`src/design/ptt_pkg.sv`:
```
// Package for the ping timeout tracker: codes, constants and the shared types.
// Used by every module of the tracker; depends on nothing else.
package ptt_pkg;

  // Sizes fixed by the item fields.
  localparam int ClientW = 6;
  localparam int DataW   = 32;

  // Default table size, client limit and timeout after reset.
  localparam int                PttSlots     = 16;
  localparam int                PttClients   = 64;
  localparam logic [DataW-1:0]  TimeoutReset = 32'd5000;

  // Depth of the queue between the front and the back.
  localparam int QueueDepth = 2;

  // Operation codes of an incoming request.
  typedef enum logic [1:0] {
    OP_PING = 2'd0,
    OP_PONG = 2'd1,
    OP_TICK = 2'd2
  } op_e;

  // Event codes of a result.
  typedef enum logic [2:0] {
    EV_SENT    = 3'd0,
    EV_FULL    = 3'd1,
    EV_NOIF    = 3'd2,
    EV_MATCH   = 3'd3,
    EV_NOMATCH = 3'd4,
    EV_DEAD    = 3'd5,
    EV_CLEAR   = 3'd6
  } ev_e;

  // Command kinds after classification in the front.
  typedef enum logic [1:0] {
    K_PING = 2'd0,
    K_NOIF = 2'd1,
    K_PONG = 2'd2,
    K_TICK = 2'd3
  } kind_e;

  typedef struct packed {
    kind_e              kind;
    logic [ClientW-1:0] client;
    logic [DataW-1:0]   serial;
    logic [DataW-1:0]   now_ms;
  } cmd_t;

  typedef struct packed {
    ev_e                event_res;
    logic [ClientW-1:0] client_out;
    logic [DataW-1:0]   serial_out;
    logic               last;
  } res_t;

  typedef struct packed {
    logic [DataW-1:0]   serial;
    logic [ClientW-1:0] client;
    logic [DataW-1:0]   stamp;
    logic               active;
  } slot_t;

endpackage

```
`src/design/ptt_ifs.sv`:
```
// Valid/ready channel interfaces of the ping timeout tracker.
// Request, result and configuration channels; no dependencies.
interface ptt_in_if;
  logic        valid;
  logic        ready;
  logic [1:0]  operation;
  logic [5:0]  client_index;
  logic        has_ping_interface;
  logic [31:0] serial;
  logic [31:0] now_ms;

  modport source(output valid, operation, client_index, has_ping_interface, serial, now_ms,
                 input ready);
  modport sink(input valid, operation, client_index, has_ping_interface, serial, now_ms,
               output ready);
endinterface

interface ptt_out_if;
  logic        valid;
  logic        ready;
  logic [2:0]  event_res;
  logic [5:0]  client_out;
  logic [31:0] serial_out;
  logic        last;

  modport source(output valid, event_res, client_out, serial_out, last, input ready);
  modport sink(input valid, event_res, client_out, serial_out, last, output ready);
endinterface

interface ptt_cfg_if;
  logic        valid;
  logic        ready;
  logic [31:0] data;

  modport source(output valid, data, input ready);
  modport sink(input valid, data, output ready);
endinterface

```
`src/design/ptt_front.sv`:
```
// Front stage: accepts requests, classifies them and hands commands to the queue.
// Depends on ptt_pkg and ptt_in_if.
module ptt_front (
  input  logic          clk_i,
  input  logic          rst_ni,
  ptt_in_if.sink        req_i,
  input  logic          full_i,
  output logic          push_o,
  output ptt_pkg::cmd_t cmd_o
);
  import ptt_pkg::*;

  logic stage_valid_q, stage_valid_d;
  cmd_t stage_q;
  cmd_t cls_cmd;
  logic cls_keep;
  logic accept;

  // The stage takes a new request when it is empty or drains this cycle.
  assign req_i.ready = !stage_valid_q || !full_i;
  assign accept      = req_i.valid && req_i.ready;
  assign push_o      = stage_valid_q && !full_i;
  assign cmd_o       = stage_q;

  // Classify the request; the unused operation code is dropped here.
  always_comb begin
    cls_cmd.client = req_i.client_index;
    cls_cmd.serial = req_i.serial;
    cls_cmd.now_ms = req_i.now_ms;
    cls_cmd.kind   = K_TICK;
    cls_keep       = 1'b1;
    unique case (op_e'(req_i.operation))
      OP_PING: begin
        if (req_i.has_ping_interface &&
            (32'(req_i.client_index) < 32'(PttClients))) begin
          cls_cmd.kind = K_PING;
        end else begin
          cls_cmd.kind = K_NOIF;
        end
      end
      OP_PONG: cls_cmd.kind = K_PONG;
      OP_TICK: cls_cmd.kind = K_TICK;
      default: cls_keep = 1'b0;
    endcase
  end

  // Occupancy of the stage register.
  always_comb begin
    stage_valid_d = stage_valid_q;
    if (accept) begin
      stage_valid_d = cls_keep;
    end else if (push_o) begin
      stage_valid_d = 1'b0;
    end
  end

  always_ff @(posedge clk_i or negedge rst_ni) begin
    if (!rst_ni) begin
      stage_valid_q <= 1'b0;
    end else begin
      stage_valid_q <= stage_valid_d;
    end
  end

  always_ff @(posedge clk_i) begin
    if (accept) begin
      stage_q <= cls_cmd;
    end
  end

endmodule

```
`src/design/ptt_fifo.sv`:
```
// Short command queue between the front and the back of the tracker.
// Depends on ptt_pkg.
module ptt_fifo (
  input  logic          clk_i,
  input  logic          rst_ni,
  input  logic          push_i,
  input  ptt_pkg::cmd_t cmd_i,
  output logic          full_o,
  output logic          valid_o,
  input  logic          pop_i,
  output ptt_pkg::cmd_t cmd_o
);
  import ptt_pkg::*;

  localparam int PtrW = (QueueDepth > 1) ? $clog2(QueueDepth) : 1;
  localparam int CntW = $clog2(QueueDepth + 1);

  cmd_t            entry_q [QueueDepth];
  logic [PtrW-1:0] wr_ptr_q, wr_ptr_d;
  logic [PtrW-1:0] rd_ptr_q, rd_ptr_d;
  logic [CntW-1:0] count_q, count_d;
  logic            do_push, do_pop;

  assign full_o  = (count_q == CntW'(QueueDepth));
  assign valid_o = (count_q != '0);
  assign cmd_o   = entry_q[rd_ptr_q];
  assign do_push = push_i && !full_o;
  assign do_pop  = pop_i && valid_o;

  // Pointer and count update with wrap at the queue depth.
  always_comb begin
    wr_ptr_d = wr_ptr_q;
    rd_ptr_d = rd_ptr_q;
    count_d  = count_q;
    if (do_push) begin
      wr_ptr_d = (wr_ptr_q == PtrW'(QueueDepth - 1)) ? '0 : wr_ptr_q + 1'b1;
    end
    if (do_pop) begin
      rd_ptr_d = (rd_ptr_q == PtrW'(QueueDepth - 1)) ? '0 : rd_ptr_q + 1'b1;
    end
    if (do_push && !do_pop) begin
      count_d = count_q + 1'b1;
    end else if (do_pop && !do_push) begin
      count_d = count_q - 1'b1;
    end
  end

  always_ff @(posedge clk_i or negedge rst_ni) begin
    if (!rst_ni) begin
      wr_ptr_q <= '0;
      rd_ptr_q <= '0;
      count_q  <= '0;
    end else begin
      wr_ptr_q <= wr_ptr_d;
      rd_ptr_q <= rd_ptr_d;
      count_q  <= count_d;
    end
  end

  always_ff @(posedge clk_i) begin
    if (do_push) begin
      entry_q[wr_ptr_q] <= cmd_i;
    end
  end

endmodule

```
`src/design/ptt_back.sv`:
```
// Back end: produces the results; walks the slot table for each command
// but a ping without interface. Holds the slot memory, the timeout register
// and the output register. Depends on ptt_pkg, ptt_cfg_if and ptt_out_if.
module ptt_back #(
  parameter int SLOTS = ptt_pkg::PttSlots
) (
  input  logic          clk_i,
  input  logic          rst_ni,
  input  logic          cmd_valid_i,
  input  ptt_pkg::cmd_t cmd_i,
  output logic          cmd_pop_o,
  ptt_cfg_if.sink       cfg_i,
  ptt_out_if.source     res_o
);
  import ptt_pkg::*;

  localparam int CntW  = $clog2(SLOTS + 1);
  localparam int AddrW = (SLOTS > 1) ? $clog2(SLOTS) : 1;

  typedef enum logic [3:0] {
    ST_IDLE  = 4'b0001,
    ST_SCAN  = 4'b0010,
    ST_SHIFT = 4'b0100,
    ST_EMIT  = 4'b1000
  } state_e;

  state_e           state_q, state_d;
  cmd_t             cmd_q, cmd_d;
  logic [CntW-1:0]  used_q, used_d;
  logic [CntW-1:0]  rd_idx_q, rd_idx_d;
  logic [CntW-1:0]  ev_idx_q, ev_idx_d;
  logic             ev_valid_q, ev_valid_d;
  logic             pend_valid_q, pend_valid_d;
  res_t             pend_q, pend_d;
  res_t             res_q, res_d;
  logic             out_valid_q;
  res_t             out_q;
  logic [DataW-1:0] timeout_q;

  slot_t            mem_q [SLOTS];
  slot_t            rdata_q;
  logic             rd_en, wr_en;
  logic [AddrW-1:0] rd_addr, wr_addr;
  slot_t            wr_data;

  logic             out_free, load_out;
  res_t             load_res;
  logic             hit, dead, stall, scan_done;
  logic [DataW-1:0] elapsed;
  logic [CntW-1:0]  ev_prev;

  // Configuration is accepted at any time.
  assign cfg_i.ready = 1'b1;

  always_ff @(posedge clk_i or negedge rst_ni) begin
    if (!rst_ni) begin
      timeout_q <= TimeoutReset;
    end else if (cfg_i.valid) begin
      timeout_q <= cfg_i.data;
    end
  end

  assign out_free = !out_valid_q || res_o.ready;
  assign elapsed  = cmd_q.now_ms - rdata_q.stamp;
  assign ev_prev  = ev_idx_q - 1'b1;

  // Sequencer: one slot per cycle unless stalled, checked the cycle after.
  always_comb begin
    state_d      = state_q;
    cmd_d        = cmd_q;
    used_d       = used_q;
    rd_idx_d     = rd_idx_q;
    ev_idx_d     = ev_idx_q;
    ev_valid_d   = ev_valid_q;
    pend_valid_d = pend_valid_q;
    pend_d       = pend_q;
    res_d        = res_q;
    cmd_pop_o    = 1'b0;
    rd_en        = 1'b0;
    rd_addr      = rd_idx_q[AddrW-1:0];
    wr_en        = 1'b0;
    wr_addr      = ev_idx_q[AddrW-1:0];
    wr_data      = rdata_q;
    load_out     = 1'b0;
    load_res     = res_q;
    hit          = 1'b0;
    dead         = 1'b0;
    stall        = 1'b0;
    scan_done    = 1'b0;

    unique case (state_q)
      // Take the next command from the queue.
      ST_IDLE: begin
        if (cmd_valid_i) begin
          cmd_pop_o    = 1'b1;
          cmd_d        = cmd_i;
          rd_idx_d     = '0;
          ev_valid_d   = 1'b0;
          pend_valid_d = 1'b0;
          if (cmd_i.kind == K_NOIF) begin
            res_d   = '{event_res: EV_NOIF, client_out: cmd_i.client,
                        serial_out: '0, last: 1'b1};
            state_d = ST_EMIT;
          end else begin
            state_d = ST_SCAN;
          end
        end
      end

      // Walk the occupied slots in order.
      ST_SCAN: begin
        if (ev_valid_q) begin
          case (cmd_q.kind)
            K_PING:  hit  = (rdata_q.client == cmd_q.client);
            K_PONG:  hit  = rdata_q.active && (rdata_q.serial == cmd_q.serial);
            K_TICK:  dead = rdata_q.active && (elapsed > timeout_q);
            default: ;
          endcase
        end
        stall     = dead && pend_valid_q && !out_free;
        scan_done = !ev_valid_q && (rd_idx_q >= used_q);

        if (!stall && !hit) begin
          rd_en      = (rd_idx_q < used_q);
          ev_valid_d = rd_en;
          ev_idx_d   = rd_idx_q;
          if (rd_en) begin
            rd_idx_d = rd_idx_q + 1'b1;
          end
        end

        // The client already holds a slot: refresh it.
        if (hit && (cmd_q.kind == K_PING)) begin
          wr_en      = 1'b1;
          wr_data    = '{serial: cmd_q.serial, client: cmd_q.client,
                         stamp: cmd_q.now_ms, active: 1'b1};
          res_d      = '{event_res: EV_SENT, client_out: cmd_q.client,
                         serial_out: cmd_q.serial, last: 1'b1};
          ev_valid_d = 1'b0;
          state_d    = ST_EMIT;
        end

        // A pong found its slot: remove it and close the gap.
        if (hit && (cmd_q.kind == K_PONG)) begin
          used_d     = used_q - 1'b1;
          res_d      = '{event_res: EV_MATCH, client_out: rdata_q.client,
                         serial_out: cmd_q.serial, last: 1'b1};
          rd_idx_d   = ev_idx_q + 1'b1;
          ev_valid_d = 1'b0;
          state_d    = ST_SHIFT;
        end

        // A timed-out slot: deactivate it and hold its report one step,
        // so that the final report can carry the last flag.
        if (dead && !stall) begin
          wr_en        = 1'b1;
          wr_data      = rdata_q;
          wr_data.active = 1'b0;
          if (pend_valid_q) begin
            load_out = 1'b1;
            load_res = pend_q;
          end
          pend_d       = '{event_res: EV_DEAD, client_out: rdata_q.client,
                           serial_out: rdata_q.serial, last: 1'b0};
          pend_valid_d = 1'b1;
        end

        // The walk ended without a hit.
        if (scan_done) begin
          state_d = ST_EMIT;
          case (cmd_q.kind)
            K_PING: begin
              if (used_q >= CntW'(SLOTS)) begin
                res_d = '{event_res: EV_FULL, client_out: cmd_q.client,
                          serial_out: '0, last: 1'b1};
              end else begin
                wr_en   = 1'b1;
                wr_addr = used_q[AddrW-1:0];
                wr_data = '{serial: cmd_q.serial, client: cmd_q.client,
                            stamp: cmd_q.now_ms, active: 1'b1};
                used_d  = used_q + 1'b1;
                res_d   = '{event_res: EV_SENT, client_out: cmd_q.client,
                            serial_out: cmd_q.serial, last: 1'b1};
              end
            end
            K_PONG: begin
              res_d = '{event_res: EV_NOMATCH, client_out: '0,
                        serial_out: cmd_q.serial, last: 1'b1};
            end
            default: begin
              if (pend_valid_q) begin
                res_d        = pend_q;
                res_d.last   = 1'b1;
                pend_valid_d = 1'b0;
              end else begin
                res_d = '{event_res: EV_CLEAR, client_out: '0,
                          serial_out: '0, last: 1'b1};
              end
            end
          endcase
        end
      end

      // Copy each later slot one place down.
      ST_SHIFT: begin
        rd_en      = (rd_idx_q <= used_q);
        ev_valid_d = rd_en;
        ev_idx_d   = rd_idx_q;
        if (rd_en) begin
          rd_idx_d = rd_idx_q + 1'b1;
        end
        if (ev_valid_q) begin
          wr_en   = 1'b1;
          wr_addr = ev_prev[AddrW-1:0];
          wr_data = rdata_q;
        end
        if (!rd_en && !ev_valid_q) begin
          state_d = ST_EMIT;
        end
      end

      // Hand the final result to the output register.
      ST_EMIT: begin
        if (out_free) begin
          load_out = 1'b1;
          load_res = res_q;
          state_d  = ST_IDLE;
        end
      end

      default: state_d = ST_IDLE;
    endcase
  end

  // Control registers.
  always_ff @(posedge clk_i or negedge rst_ni) begin
    if (!rst_ni) begin
      state_q      <= ST_IDLE;
      used_q       <= '0;
      rd_idx_q     <= '0;
      ev_idx_q     <= '0;
      ev_valid_q   <= 1'b0;
      pend_valid_q <= 1'b0;
      out_valid_q  <= 1'b0;
    end else begin
      state_q      <= state_d;
      used_q       <= used_d;
      rd_idx_q     <= rd_idx_d;
      ev_idx_q     <= ev_idx_d;
      ev_valid_q   <= ev_valid_d;
      pend_valid_q <= pend_valid_d;
      if (load_out) begin
        out_valid_q <= 1'b1;
      end else if (res_o.ready) begin
        out_valid_q <= 1'b0;
      end
    end
  end

  // Payload registers.
  always_ff @(posedge clk_i) begin
    cmd_q  <= cmd_d;
    pend_q <= pend_d;
    res_q  <= res_d;
    if (load_out) begin
      out_q <= load_res;
    end
  end

  // Slot memory: one write port, one registered read port.
  always_ff @(posedge clk_i) begin
    if (wr_en) begin
      mem_q[wr_addr] <= wr_data;
    end
    if (rd_en) begin
      rdata_q <= mem_q[rd_addr];
    end
  end

  assign res_o.valid      = out_valid_q;
  assign res_o.event_res  = out_q.event_res;
  assign res_o.client_out = out_q.client_out;
  assign res_o.serial_out = out_q.serial_out;
  assign res_o.last       = out_q.last;

endmodule

```
`src/design/ping_timeout_tracker_top.sv`:
```
// Ping timeout tracker (front stage, queue, slot walker); depends on ptt_pkg, the
// channel interfaces, ptt_front, ptt_fifo and ptt_back. The back walks the slot table
// for each command but a ping without interface; a result is valid in the cycle after
// the back loads its output register. Reset empties the table and queue, timeout back
// to 5000 ms.
module ping_timeout_tracker_top #(
  parameter int SLOTS = ptt_pkg::PttSlots
) (
  input  logic      clk_i,
  input  logic      rst_ni,
  ptt_in_if.sink    req_i,
  ptt_cfg_if.sink   cfg_i,
  ptt_out_if.source res_o
);
  import ptt_pkg::*;

  logic push, full, q_valid, pop;
  cmd_t front_cmd, q_cmd;

  // Accept and classify requests.
  ptt_front u_front (
    .clk_i  (clk_i),
    .rst_ni (rst_ni),
    .req_i  (req_i),
    .full_i (full),
    .push_o (push),
    .cmd_o  (front_cmd)
  );

  // Decoupling queue.
  ptt_fifo u_fifo (
    .clk_i   (clk_i),
    .rst_ni  (rst_ni),
    .push_i  (push),
    .cmd_i   (front_cmd),
    .full_o  (full),
    .valid_o (q_valid),
    .pop_i   (pop),
    .cmd_o   (q_cmd)
  );

  // Slot table walker and result output.
  ptt_back #(
    .SLOTS (SLOTS)
  ) u_back (
    .clk_i       (clk_i),
    .rst_ni      (rst_ni),
    .cmd_valid_i (q_valid),
    .cmd_i       (q_cmd),
    .cmd_pop_o   (pop),
    .cfg_i       (cfg_i),
    .res_o       (res_o)
  );

endmodule

```
`src/flat_wrapper.sv`:
```
// flat-port wrapper written by rule: the top's interface ports become plain ports
module ping_timeout_tracker_top_flat import ptt_pkg::*;
#(
  parameter int SLOTS = ptt_pkg::PttSlots
)
  (clk_i, rst_ni, req_i_valid, req_i_operation, req_i_client_index, req_i_has_ping_interface, req_i_serial, req_i_now_ms, req_i_ready, cfg_i_valid, cfg_i_data, cfg_i_ready, res_o_valid, res_o_event_res, res_o_client_out, res_o_serial_out, res_o_last, res_o_ready);
  ptt_in_if req_i_i ();
  ptt_cfg_if cfg_i_i ();
  ptt_out_if res_o_i ();
  input  logic clk_i;
  input  logic rst_ni;
  input wire logic [$bits(req_i_i.valid)-1:0] req_i_valid;
  input wire logic [$bits(req_i_i.operation)-1:0] req_i_operation;
  input wire logic [$bits(req_i_i.client_index)-1:0] req_i_client_index;
  input wire logic [$bits(req_i_i.has_ping_interface)-1:0] req_i_has_ping_interface;
  input wire logic [$bits(req_i_i.serial)-1:0] req_i_serial;
  input wire logic [$bits(req_i_i.now_ms)-1:0] req_i_now_ms;
  output wire logic [$bits(req_i_i.ready)-1:0] req_i_ready;
  input wire logic [$bits(cfg_i_i.valid)-1:0] cfg_i_valid;
  input wire logic [$bits(cfg_i_i.data)-1:0] cfg_i_data;
  output wire logic [$bits(cfg_i_i.ready)-1:0] cfg_i_ready;
  output wire logic [$bits(res_o_i.valid)-1:0] res_o_valid;
  output wire logic [$bits(res_o_i.event_res)-1:0] res_o_event_res;
  output wire logic [$bits(res_o_i.client_out)-1:0] res_o_client_out;
  output wire logic [$bits(res_o_i.serial_out)-1:0] res_o_serial_out;
  output wire logic [$bits(res_o_i.last)-1:0] res_o_last;
  input wire logic [$bits(res_o_i.ready)-1:0] res_o_ready;
  assign req_i_i.valid = req_i_valid;
  assign req_i_i.operation = req_i_operation;
  assign req_i_i.client_index = req_i_client_index;
  assign req_i_i.has_ping_interface = req_i_has_ping_interface;
  assign req_i_i.serial = req_i_serial;
  assign req_i_i.now_ms = req_i_now_ms;
  assign req_i_ready = req_i_i.ready;
  assign cfg_i_i.valid = cfg_i_valid;
  assign cfg_i_i.data = cfg_i_data;
  assign cfg_i_ready = cfg_i_i.ready;
  assign res_o_valid = res_o_i.valid;
  assign res_o_event_res = res_o_i.event_res;
  assign res_o_client_out = res_o_i.client_out;
  assign res_o_serial_out = res_o_i.serial_out;
  assign res_o_last = res_o_i.last;
  assign res_o_i.ready = res_o_ready;
  ping_timeout_tracker_top #(.SLOTS(SLOTS)) u_core (.clk_i(clk_i), .rst_ni(rst_ni), .req_i(req_i_i), .cfg_i(cfg_i_i), .res_o(res_o_i));
endmodule
```
`config.mk`:
```
export PLATFORM = sky130hd
export DESIGN_NAME = ping_timeout_tracker_top_flat
export DESIGN_NICKNAME = d
export VERILOG_FILES = /design/src/design/ptt_pkg.sv /design/src/design/ptt_ifs.sv /design/src/design/ptt_front.sv /design/src/design/ptt_fifo.sv /design/src/design/ptt_back.sv /design/src/design/ping_timeout_tracker_top.sv /design/src/flat_wrapper.sv
export SDC_FILE = /design/constraint.sdc
export NUM_CORES = 2
export LEC_CHECK = 0
export BUFFER_PORTS_ARGS = -buffer_cell sky130_fd_sc_hd__buf_2
export CAP_MARGIN = 15
export CORE_MARGIN = 4
export CORE_UTILIZATION = 28
export CTS_BUF_LIST = sky130_fd_sc_hd__clkbuf_16
export CTS_CLUSTER_DIAMETER = 120
export DETAILED_ROUTE_END_ITERATION = 12
export GPL_TIMING_DRIVEN = 0
export PLACE_DENSITY = 0.48
export REMOVE_ABC_BUFFERS = 1
export SETUP_SLACK_MARGIN = 0.2
export SLEW_MARGIN = 15
export SYNTH_ARGS = -nofsm -noshare
export SYNTH_HDL_FRONTEND = slang
export SYNTH_HIERARCHICAL = 1
export SYNTH_SLANG_ARGS = --single-unit
```
`constraint.sdc`:
```
create_clock -name clk_i -period 10 [get_ports clk_i]
set_input_delay 0 -clock clk_i [delete_from_list [all_inputs] [get_ports clk_i]]
set_output_delay 0 -clock clk_i [all_outputs]
set_load 0.01 [all_outputs]
```
==> impl_metrics.json <==
{
  "clock-sinks": 1675,
  "grt_pass1_vias": 34500,
  "fin_cells": 7133,
  "async_flop_share": 0.0352,
  "row_count": 178,
  "p_total_mw": 20.4,
  "clock_latency_ps": 820,
  "syn_avg_cell_area_um2": 20.6,
  "slew_viol_final": 0,
  "grt_max_degree": 64,
  "rsz0062_at_grt": "false",
  "startpoint_type": "register",
  "nNetsFinal": 4022,
  "viasPerCell": 4.65,
  "outcome": "finished, final reports clean",
  "synthTopCellsByArea": "edfxtp_1 73%, mux4_2 12%, mux2_4 2.4%, dfrtp_1 2.0%, ha_1 1.4%",
  "finalInstanceArea_mm2": 0.0821,
  "synth.top_cells.by_count": "1616 x edfxtp_1, 355 x mux4_2, 199 x nand2_1",
  "gr-total-overflow": 0,
  "ios": 155,
  "routedWlPerCell_um": 24.6,
  "placed_cells": 6535,
  "maxSlewHeadroom": 0.221,
  "min_period_ps": 8370,
  "ir_drop_v": 0.000188,
  "fmax_ghz": 0.120,
  "syn_inst": 3215,
  "powerDensity_mw_per_mm2": 249,
  "io_buffer_count": 153,
  "synthesis.area_mm2": 0.0662,
  "clk_pin_slew_ps": 60,
  "synth_area_leader_cell": "edfxtp_1",
  "p_leak_nw": 27.0,
  "yosysUniqueCellTypes": 75,
  "synth_top_family_by_area": "multiplexers",
  "synth_xor_area_frac": 0.0107,
  "synth-warning-count": 6,
  "crit_fanout": 13,
  "ys.flop_type": "edfxtp_1",
  "htree_levels": 4,
  "ys_seq_elements": 1675,
  "dp_slack_ps": 1540,
  "start_util": 0.281,
  "gp_congestion": 0.734,
  "ys_seq_area_frac": 0.756,
  "drt-initial-drc-count": 3104,
  "max_cap_violations": 0,
  "vias": 33100,
  "finalWirelength_mm": 176,
  "hold_viol_final": 0,
  "clockRootBuffer": "clkbuf_16",
  "antenna_left": 0,
  "synth_most_common_cell": "edfxtp_1",
  "grt_pass1_wl_mm": 252,
  "hold-worst-slack_ps": 68.4,
  "fin_tns_setup_ps": 0,
  "drc_errors": 0,
  "dieArea_mm2": 0.244,
  "finClkSkew_ps": 29.3,
  "critPathRequiredTime_ps": 10500,
  "synth_compound_area_frac": 0.0246,
  "cts_tree": "built",
  "synthMuxAreaShare": 0.152,
  "yosysTopAreaCellShare": 0.733,
  "dieHeight_um": 494,
  "yosys.area_share.simple": 0.0272,
  "worst_ep_arrival_time_ps": 8870,
  "die-width_um": 494,
  "cts_setup_buffers": 0,
  "setup_slack_ps": 1630,
  "cts.path.max_buffers": 3,
  "antenna_found_initial": 7,
  "multi_input_area_mm2": 0.0154,
  "path_class": "reg2reg",
  "r2r-start": "u_core/u_back/cmd_q[0]$_DFFE_PP_",
  "synth_edf_count": 1616,
  "drive_above_1_share": 0.275,
  "syn_to_final_growth_pct": 24.1,
  "coreArea_mm2": 0.235,
  "tightest_slew_ps": 1170,
  "hp-start": "cfg_i_valid",
  "synth_fa_ha_area_frac": 0.0143,
  "detailed_place_hpwl_mm": 114,
  "grt_use_total": 0.143,
  "dpl_cell_area_mm2": 0.0740,
  "setup_violations": 0,
  "crit_path_end_kind": "register",
  "seq_area_mm2": 0.0500,
  "cts_buffers": 171,
  "critPathLaunch": "u_core/u_back/cmd_q[0]$_DFFE_PP_",
  "hp-class": "in2reg",
  "fin_crit_sh": 0.837,
  "final_util": 0.349,
  "drt_pass1_iterations": 7,
  "nFillCells": 22000
}
[logic make-up after synthesis]
logic type | Yosys count
simple gates | 400
other cells | 1
fa+ha+maj | 75
compound gates | 256
xor+xnor | 81
mux | 506
flops | 1675
buf+inv | 221
[critical path, stage by stage, from the launching register on]
cell       delay (ps)
edfxtp_1          360
inv_1             120
ha_1              250
inv_1              70
fa_1              400
a21o_1            190
a221o_1           380
o2111ai_1         550
nand4_1           340
nand3_1           270
a211oi_1          110
a2111o_1          410
a21oi_1           210
xnor2_1            90
ha_1              280
and4_1            250
and4_1            310
a211oi_1           60
o21ai_0           260
o211ai_2          360
a211oi_4          710
or3b_1            270
nand3_1           360
nor2_4            620
buf_16            240
buf_12            190
buf_16            190
buf_12            190
[cell type report]
type                            instances  area share
Sequential cell                      1675       0.609
Clock inverter                        141      0.0123
Antenna cell                            4    0.000122
Tap cell                             3150      0.0480
Clock buffer                          174      0.0530
Timing Repair Buffer                  583      0.0859
Multi-Input combinational cell       1319       0.188
Inverter                               87     0.00398
[power by group]
group | switching [mW] | internal, mW
clock network | 2.72 | 3.45
logic | 2.73 | 2.44
registers | 0.438 | 8.67
[state kept, by name, indices dropped and copies added, names as in the netlist, 32 cells and up]
register                        count
u_core/u_back/cmd_q                72
u_core/u_back/mem_q              1136
u_core/u_back/pend_q               38
u_core/u_back/rdata_q              71
u_core/u_back/res_o.serial_out     32
u_core/u_back/res_q                41
u_core/u_back/timeout_q            32
u_core/u_fifo/entry_q             144
u_core/u_front/cmd_o               72
[cell usage in the layout, fill, tap and decap left out, types with 72 or more instances in the layout]
master / instances
buf_2: 152
nand2_1: 199
dlygate4sd3_1: 278
ha_1: 74
mux4_2: 355
inv_1: 126
mux2_4: 105
clkbuf_16: 174
buf_16: 72
edfxtp_1: 1616
[worst paths after layout]
| path | endpoint | depth (start not counted) | slack, ps |
|---|---|---|---|
| setup reg to reg | u_core/u_back/mem_q[1][54]$_DFFE_PP_ | 27 | 1630 |
| hold / removal | u_core/u_back/timeout_q[0]$_DFFE_PN0P_ | 2 | 70 |
| max in group asynchronous | u_core/u_back/state_q[0]$_DFFE_PN1P_ | 5 | 9210 |
| min in group asynchronous | u_core/u_back/timeout_q[17]$_DFFE_PN0P_ | 4 | 200 |
| setup / recovery | u_core/u_back/mem_q[1][54]$_DFFE_PP_ | 27 | 1630 |
| hold reg to reg | u_core/u_fifo/entry_q[0][44]$_DFFE_PP_ | 0 | 440 |
[per-layer routing]
layer | global-route usage | routed length [um]
met2 | 0.233 | 85000
met4 | 0.0371 | 3640
met1 | 0.198 | 78900
met3 | 0.0236 | 8080
met5 | 0 | 0
[timing repair]
action,CTS,global route
hold buffers,279,0
endpoints found under the hold margin,243,0
gates resized for setup,0,0
(Power assumes the default switching activity.)
